$ cat config.mk
export PLATFORM = sky130hd
export DESIGN_NAME = sorted_array_insert_unit_flat
export DESIGN_NICKNAME = d
export VERILOG_FILES = /design/src/design/sai_pkg.sv /design/src/design/sai_if.sv /design/src/design/sai_store.sv /design/src/design/sorted_array_insert_unit.sv /design/src/flat_wrapper.sv
export SDC_FILE = /design/constraint.sdc
export NUM_CORES = 2
export LEC_CHECK = 0
export BUFFER_PORTS_ARGS = -buffer_cell sky130_fd_sc_hd__clkbuf_2
export CAP_MARGIN = 20
export CORE_MARGIN = 5
export CORE_UTILIZATION = 60
export CTS_BUF_LIST = sky130_fd_sc_hd__clkbuf_4 sky130_fd_sc_hd__clkbuf_8 sky130_fd_sc_hd__clkbuf_16
export CTS_CLUSTER_DIAMETER = 150
export DETAILED_ROUTE_END_ITERATION = 7
export PLACE_DENSITY = 0.84
export SETUP_SLACK_MARGIN = 0.3
export SLEW_MARGIN = 40
export SYNTH_ARGS = -nofsm -noshare
export SYNTH_HDL_FRONTEND = slang
export SYNTH_SLANG_ARGS = --single-unit
$ cat constraint.sdc
create_clock -name clk_i -period 7.3 [get_ports clk_i]
set_clock_uncertainty 0.1 [all_clocks]
set_input_delay 0.73 -clock clk_i [delete_from_list [all_inputs] [get_ports clk_i]]
set_output_delay 0.73 -clock clk_i [all_outputs]
set_load 0.01 [all_outputs]
$ cat src/design/sai_pkg.sv
// ----------------------------------------------------------------------------
// sai_pkg
// shared types and constants of the sorted array insert unit
// ----------------------------------------------------------------------------
package sai_pkg;

  localparam int unsigned TableDepthDefault = 64;
  localparam int unsigned ValueW            = 32;
  localparam int unsigned ReadIndexW        = 6;
  localparam int unsigned EntryCountW       = 7;
  localparam int unsigned StatusW           = 2;

  typedef enum logic {
    OP_INSERT = 1'b0,
    OP_READ   = 1'b1
  } sai_op_e;

  typedef enum logic [StatusW-1:0] {
    STATUS_OK        = 2'd0,
    STATUS_FULL      = 2'd1,
    STATUS_BAD_INDEX = 2'd2
  } sai_status_e;

  typedef enum logic [2:0] {
    S_IDLE,
    S_READ,
    S_WALK,
    S_PLACE,
    S_DONE
  } sai_state_e;

endpackage

$ cat src/design/sai_if.sv
// ----------------------------------------------------------------------------
// sai_in_if / sai_out_if
// valid/ready channels of the sorted array insert unit
// ----------------------------------------------------------------------------
interface sai_in_if;
  import sai_pkg::*;

  logic                         valid;
  logic                         ready;
  logic                         opcode;
  logic signed [ValueW-1:0]     value;
  logic        [ReadIndexW-1:0] read_index;

  modport source (output valid, opcode, value, read_index, input ready);
  modport sink   (input valid, opcode, value, read_index, output ready);
endinterface

interface sai_out_if;
  import sai_pkg::*;

  logic                          valid;
  logic                          ready;
  logic signed [ValueW-1:0]      read_value;
  logic        [EntryCountW-1:0] entry_count;
  logic        [StatusW-1:0]     status;

  modport source (output valid, read_value, entry_count, status, input ready);
  modport sink   (input valid, read_value, entry_count, status, output ready);
endinterface

$ cat src/design/sai_store.sv
// ----------------------------------------------------------------------------
// sai_store
// single write port, single read port memory with registered read data
// ----------------------------------------------------------------------------
module sai_store #(
  parameter int unsigned Depth = sai_pkg::TableDepthDefault,
  parameter int unsigned Width = sai_pkg::ValueW
) (
  input  logic                     clk_i,
  input  logic                     we_i,
  input  logic [$clog2(Depth)-1:0] waddr_i,
  input  logic [Width-1:0]         wdata_i,
  input  logic [$clog2(Depth)-1:0] raddr_i,
  output logic [Width-1:0]         rdata_o
);

  logic [Width-1:0] mem [Depth];
  logic [Width-1:0] rdata_q;

  always_ff @(posedge clk_i) begin
    if (we_i) begin
      mem[waddr_i] <= wdata_i;
    end
  end

  always_ff @(posedge clk_i) begin
    rdata_q <= mem[raddr_i];
  end

  assign rdata_o = rdata_q;

endmodule

$ cat src/design/sorted_array_insert_unit.sv
// ----------------------------------------------------------------------------
// sorted_array_insert_unit
// ascending table of signed 32-bit values with ordered insert and indexed read
// ----------------------------------------------------------------------------
// Items arrive on in_i (opcode, value, read_index) and each one gives exactly
// one beat on out_o (read_value, entry_count, status). Both are valid/ready.
// A read of an index below the fill count goes through S_READ and S_DONE to
// the output register; a bad index, a full-table insert or an insert into an
// empty table goes from accept straight to S_DONE. An insert walks the memory
// from the top entry down, one entry per cycle, moving each larger entry up
// one place until it finds the slot. The single read port of the table
// memory, with its registered read data, sets this pace.
// One item is in work at a time; in_i.ready is high only when idle. The
// result sits in an output register, so the next item is taken while the
// last result still waits on a stalled receiver; the unit only holds off
// once a second result is ready and the register is still full.
// Reset empties the table by clearing the fill count; entries at or above
// the count are never read, so the memory needs no clearing pass.
// ----------------------------------------------------------------------------
module sorted_array_insert_unit #(
  parameter int unsigned TableDepth = sai_pkg::TableDepthDefault
) (
  input  logic       clk_i,
  input  logic       rst_ni,
  sai_in_if.sink     in_i,
  sai_out_if.source  out_o
);
  import sai_pkg::*;

  localparam int unsigned IdxW = $clog2(TableDepth);
  localparam int unsigned CntW = $clog2(TableDepth + 1);
  localparam int unsigned CmpW = (CntW > ReadIndexW) ? CntW : ReadIndexW;

  sai_state_e state_q, state_d;

  logic signed [ValueW-1:0] val_q, val_d;
  logic [IdxW-1:0]          ptr_q, ptr_d;
  logic [CntW-1:0]          cnt_q, cnt_d;
  logic signed [ValueW-1:0] res_val_q, res_val_d;
  sai_status_e              res_st_q, res_st_d;

  logic                      out_valid_q, out_valid_d;
  logic signed [ValueW-1:0]  out_val_q, out_val_d;
  logic [EntryCountW-1:0]    out_cnt_q, out_cnt_d;
  sai_status_e               out_st_q, out_st_d;

  logic                     we;
  logic [IdxW-1:0]          waddr;
  logic [ValueW-1:0]        wdata;
  logic [IdxW-1:0]          raddr;
  logic [ValueW-1:0]        rdata;
  logic signed [ValueW-1:0] rdata_s;

  logic                     accept;
  logic                     out_free;
  logic [CmpW-1:0]          idx_ext;
  logic [CmpW-1:0]          cnt_ext;

  sai_store #(
    .Depth (TableDepth),
    .Width (ValueW)
  ) u_store (
    .clk_i   (clk_i),
    .we_i    (we),
    .waddr_i (waddr),
    .wdata_i (wdata),
    .raddr_i (raddr),
    .rdata_o (rdata)
  );

  assign rdata_s  = $signed(rdata);
  assign accept   = in_i.valid && in_i.ready;
  assign out_free = !out_valid_q || out_o.ready;
  assign idx_ext  = CmpW'(in_i.read_index);
  assign cnt_ext  = CmpW'(cnt_q);

  always_ff @(posedge clk_i or negedge rst_ni) begin
    if (!rst_ni) begin
      state_q     <= S_IDLE;
      cnt_q       <= '0;
      out_valid_q <= 1'b0;
    end else begin
      state_q     <= state_d;
      cnt_q       <= cnt_d;
      out_valid_q <= out_valid_d;
    end
  end

  always_ff @(posedge clk_i) begin
    val_q     <= val_d;
    ptr_q     <= ptr_d;
    res_val_q <= res_val_d;
    res_st_q  <= res_st_d;
    out_val_q <= out_val_d;
    out_cnt_q <= out_cnt_d;
    out_st_q  <= out_st_d;
  end

  always_comb begin
    state_d     = state_q;
    val_d       = val_q;
    ptr_d       = ptr_q;
    cnt_d       = cnt_q;
    res_val_d   = res_val_q;
    res_st_d    = res_st_q;
    out_valid_d = out_valid_q && !out_o.ready;
    out_val_d   = out_val_q;
    out_cnt_d   = out_cnt_q;
    out_st_d    = out_st_q;
    we          = 1'b0;
    waddr       = ptr_q + 1'b1;
    wdata       = val_q;
    raddr       = ptr_q;

    case (state_q)
      S_IDLE: begin
        if (accept) begin
          val_d = in_i.value;
          if (sai_op_e'(in_i.opcode) == OP_READ) begin
            if (idx_ext < cnt_ext) begin
              raddr   = IdxW'(in_i.read_index);
              state_d = S_READ;
            end else begin
              res_val_d = '0;
              res_st_d  = STATUS_BAD_INDEX;
              state_d   = S_DONE;
            end
          end else begin
            res_val_d = in_i.value;
            if (cnt_q == CntW'(TableDepth)) begin
              res_st_d = STATUS_FULL;
              state_d  = S_DONE;
            end else if (cnt_q == '0) begin
              we       = 1'b1;
              waddr    = '0;
              wdata    = in_i.value;
              cnt_d    = cnt_q + 1'b1;
              res_st_d = STATUS_OK;
              state_d  = S_DONE;
            end else begin
              // start the walk at the top entry
              ptr_d    = IdxW'(cnt_q - 1'b1);
              raddr    = IdxW'(cnt_q - 1'b1);
              res_st_d = STATUS_OK;
              state_d  = S_WALK;
            end
          end
        end
      end

      S_READ: begin
        res_val_d = rdata_s;
        res_st_d  = STATUS_OK;
        state_d   = S_DONE;
      end

      S_WALK: begin
        we    = 1'b1;
        waddr = ptr_q + 1'b1;
        if (rdata_s > val_q) begin
          // entry moves up, keep walking down
          wdata = rdata;
          if (ptr_q == '0) begin
            state_d = S_PLACE;
          end else begin
            ptr_d = ptr_q - 1'b1;
            raddr = ptr_q - 1'b1;
          end
        end else begin
          // slot found just above an entry less than or equal to the value
          wdata   = val_q;
          cnt_d   = cnt_q + 1'b1;
          state_d = S_DONE;
        end
      end

      S_PLACE: begin
        we      = 1'b1;
        waddr   = '0;
        wdata   = val_q;
        cnt_d   = cnt_q + 1'b1;
        state_d = S_DONE;
      end

      S_DONE: begin
        if (out_free) begin
          out_valid_d = 1'b1;
          out_val_d   = res_val_q;
          out_cnt_d   = EntryCountW'(cnt_q);
          out_st_d    = res_st_q;
          state_d     = S_IDLE;
        end
      end

      default: begin
        state_d = S_IDLE;
      end
    endcase
  end

  assign in_i.ready        = (state_q == S_IDLE);
  assign out_o.valid       = out_valid_q;
  assign out_o.read_value  = out_val_q;
  assign out_o.entry_count = out_cnt_q;
  assign out_o.status      = out_st_q;

endmodule

$ cat src/flat_wrapper.sv
// flat-port wrapper written by rule: the top's interface ports become plain ports
module sorted_array_insert_unit_flat import sai_pkg::*;
#(
  parameter int unsigned TableDepth = sai_pkg::TableDepthDefault
)
  (clk_i, rst_ni, in_i_valid, in_i_opcode, in_i_value, in_i_read_index, in_i_ready, out_o_valid, out_o_read_value, out_o_entry_count, out_o_status, out_o_ready);
  sai_in_if in_i_i ();
  sai_out_if out_o_i ();
  input  logic clk_i;
  input  logic rst_ni;
  input wire logic [$bits(in_i_i.valid)-1:0] in_i_valid;
  input wire logic [$bits(in_i_i.opcode)-1:0] in_i_opcode;
  input wire logic [$bits(in_i_i.value)-1:0] in_i_value;
  input wire logic [$bits(in_i_i.read_index)-1:0] in_i_read_index;
  output wire logic [$bits(in_i_i.ready)-1:0] in_i_ready;
  output wire logic [$bits(out_o_i.valid)-1:0] out_o_valid;
  output wire logic [$bits(out_o_i.read_value)-1:0] out_o_read_value;
  output wire logic [$bits(out_o_i.entry_count)-1:0] out_o_entry_count;
  output wire logic [$bits(out_o_i.status)-1:0] out_o_status;
  input wire logic [$bits(out_o_i.ready)-1:0] out_o_ready;
  assign in_i_i.valid = in_i_valid;
  assign in_i_i.opcode = in_i_opcode;
  assign in_i_i.value = in_i_value;
  assign in_i_i.read_index = in_i_read_index;
  assign in_i_ready = in_i_i.ready;
  assign out_o_valid = out_o_i.valid;
  assign out_o_read_value = out_o_i.read_value;
  assign out_o_entry_count = out_o_i.entry_count;
  assign out_o_status = out_o_i.status;
  assign out_o_i.ready = out_o_ready;
  sorted_array_insert_unit #(.TableDepth(TableDepth)) u_core (.clk_i(clk_i), .rst_ni(rst_ni), .in_i(in_i_i), .out_o(out_o_i));
endmodule
==> metrics.md <==
| Metric | Value |
|---|---|
| Outcome | `complete, but fails checks` |
| Failing checks | `DRC` |
| TritonCTS clock tree | `done` |
| CTS H-tree lvls | `4` |
| DRC | `2` |
| CP Max Fanout | `73` |
| Avg WL per Cell | `33.4 um` |
| CP cell instances | `ha_1 > a21oi_1 > o21ai_0 > a221oi_1 > a21boi_1 > or3_1 > mux2i_1 > or2_4 > buf_12 > buf_12 > buf_4 > mux4_2 > a221o_1 > nor4_1 > a31oi_1` |
| Slowest cell on the critical path | `nor4_1` |
| Avg Inst Size Synth | `15.0 um2` |
| Clock transition at path regs | `0.07 ns` |
| Pin count of the biggest net entering global routing | `112` |
| Final HPWL DP | `152000 um` |
| Final period util | `0.918` |
| Worst min path class | `in -> reg` |
| Postcts setup bufs | `0` |
| Met3 WL post-DR | `48000 um` |
| Startpoint Class | `register` |
| DRT iter0 DRCs | `11902` |
| Total die area | `0.155 mm2` |
| Placement Rows | `140` |
| Routed wire length | `271000 um` |
| M1 wire length | `82700 um` |
| Slew @ Worst Pin | `1.03 ns` |
| Chip Height | `393 um` |
| Setup violators final | `0` |
| Max Cap Violations | `0` |
| Commonest cells after routing, fill and taps aside | `2161 x edfxtp_1, 1189 x nand2_1, 245 x and3_1, 236 x nand3_1, 222 x a211oi_1` |
| Post-synth EDFFs | `2161` |
| Max Freq | `0.149 GHz` |
| Synthesis-to-layout area growth | `12.9%` |
| Delay-heaviest family, CP | `compound AO/OA/AOI/OAI gates` |
| Die Width | `393 um` |
| Core ar. | `0.146 mm2` |
| Via count | `59632` |
| Clk_lat worst skew | `0.86 ns` |
| Cts bufs inserted | `199` |
| CP endpoint kind | `register` |
| Mapped Cells | `5891` |
| Setup_tns | `0 ns` |
| Critical Path AT | `7.19 ns` |
| Via/cell ratio | `7.35` |
| CTS Sinks | `2204` |
| Gpl congestion | `0.970` |
| Number of synthesis warnings | `0` |
| First-pass GRT wire length | `385000 um` |
| Vias in the first global route | `57209` |
| Most used cell, CP | `buf_12` |
| Sequential-to-total area share from yosys stat | `0.746` |
| WL met2 | `118000 um` |
| Total GRT Usage | `0.340` |
| Final Hold Fails | `0` |
| Setup CP Type | `reg -> reg` |
| Bufs and invs on worst path | `3` |
| Fin. max-slew vios | `0` |
| CTS root buf | `clkbuf_16` |
| Commonest non-fill, non-tap cell in the layout | `edfxtp_1` |
| Post-synthesis cell type count | `76` |
| # IOs | `86` |
| Required @ worst endpoint | `7.79 ns` |
| Main synth FF type | `edfxtp_1` |
| Share of layout cells above drive strength 1 | `0.153` |
| Syn_nets | `5976` |
| Yosys reg bits | `2204` |
| RSZ-0062 raised after global routing | `no` |
| Initial antenna violation count | `11` |
| Starting Density | `0.604` |
| DR top layer | `met5` |
| Maximum root-to-sink buffer count | `3` |
| Relative slew slack | `0.309` |
| Post-route minimum period | `6.70 ns` |
| Crit-path max cell delay | `0.68 ns` |
| Mapped Area | `0.0882 mm2` |
| Antenna viol nets, final | `0` |
| Synth async-reset ratio | `0.00499` |
| Port Buffer Count | `85` |
| First drt pass iteration count | `8` |
| Remaining global-route overflow | `0` |
| Layout net count | `6115` |
-- registers in the layout, indices dropped and copies added (netlist names), 3 cells and up --
register and cells:
u_core.cnt_ext 7, u_core.out_o.entry_count 7, u_core.out_o.read_value 32, u_core.ptr_q 6, u_core.res_val_q 32, u_core.state_q 3, u_core.u_store.mem 2048, u_core.u_store.rdata_o 32
u_core.val_q 32
-- final timing paths --
kind / start / to / slack (ns) / cells after the start
max: u_core.u_store.rdata_o[17] / u_core.u_store.rdata_o[16] / 0.60 / 15
min: in_i_value[26] / u_core.val_q[26] / 0.03 / 1
max reg2reg: u_core.u_store.rdata_o[17] / u_core.u_store.rdata_o[16] / 0.60 / 15
min reg2reg: u_core.res_val_q[28] / u_core.out_o.read_value[28] / 0.32 / 0
max in group asynchronous: rst_ni / u_core.state_q[1] / 6.64 / 2
min in group asynchronous: rst_ni / u_core.state_q[2] / 0.20 / 2
-- per-stage QoR --
step | hold WS [ns] | instance area (um2) | utilization | cells | worst slack (ns)
5_1_grt | 0.0149 | 99600 | 0.682 | 8114 | 0.611
6_report | 0.0307 | 99600 | 0.682 | 8118 | 0.602
3_3_place_gp | 0.303 | 92000 | 0.630 | 7694 | 1.08
2_1_floorplan | 0.300 | 88200 | - | 5891 | 1.53
4_1_cts | 0.0000740 | 99300 | 0.681 | 8106 | 1.05
3_5_place_dp | 0.305 | 92600 | 0.634 | 7723 | 0.994
-- synth_stat cells (16+ instances only) --
master / n / area [um2]
edfxtp_1: 2161 / 64900
a221oi_1: 28 / 245
a22o_1: 20 / 175
o21ai_0: 85 / 425
nor2_1: 133 / 499
a211oi_1: 222 / 1670
a31oi_1: 220 / 1380
buf_2: 132 / 661
a21oi_1: 102 / 510
mux2i_1: 85 / 851
o22ai_1: 30 / 188
nor3_1: 28 / 140
a221o_1: 26 / 260
o22a_1: 28 / 245
inv_1: 44 / 165
nor4_1: 26 / 163
and3_1: 246 / 1540
nand4_1: 35 / 219
a311o_1: 43 / 430
mux4_2: 133 / 3000
a2111oi_0: 16 / 140
ha_1: 42 / 526
nand3_1: 236 / 1180
a32oi_1: 32 / 280
buf_4: 29 / 218
dfxtp_1: 32 / 641
clkbuf_1: 245 / 920
a311oi_1: 90 / 788
nand2_1: 1190 / 4470
-- layer usage --
layer	vias up	GRT usage
met5	-	0
met4	8	0.215
met3	1437	0.129
met2	6483	0.499
met1	28507	0.429
li1	23197	-
-- kinds of logic (layout without fill, tap and decap cells) --
kind of cell / Yosys count / after routing / synth area share
other cells: 0 / 4 / 0
xor+xnor: 14 / 14 / 0.00139
compound gates: 1006 / 1006 / 0.0823
fa+ha+maj: 42 / 42 / 0.00596
buf+inv: 466 / 772 / 0.0231
simple gates: 1939 / 1939 / 0.0969
flops: 2204 / 2204 / 0.746
mux: 220 / 220 / 0.0439
-- final cells by class --
class	count	area, um2
Sequential cell	2204	65800
Fill cell	8390	46300
Multi-Input combinational cell	3221	21300
Clock buffer	271	5700
Timing Repair Buffer	359	3260
Tap cell	1917	2400
Clock inverter	97	886
Inverter	45	169
Antenna cell	4	10.0
-- what timing repair did --
item | in CTS | in global routing
hold endpoints to repair | 25 | 0
hold buffers | 15 | 0
gates resized for setup | 0 | 0
-- worst register-to-register path, stage by stage (launching register included) --
cell and delay, ns:
dfxtp_1 0.67, ha_1 0.36, a21oi_1 0.13, o21ai_0 0.24
a221oi_1 0.41, a21boi_1 0.22, or3_1 0.51, mux2i_1 0.35
or2_4 0.39, buf_12 0.31, buf_12 0.43, buf_4 0.36
mux4_2 0.59, a221o_1 0.31, nor4_1 0.68, a31oi_1 0.39
Power is left out: the tool's default activity adds up to more than one toggle a clock period on the data nets, which glitch-free logic cannot reach.
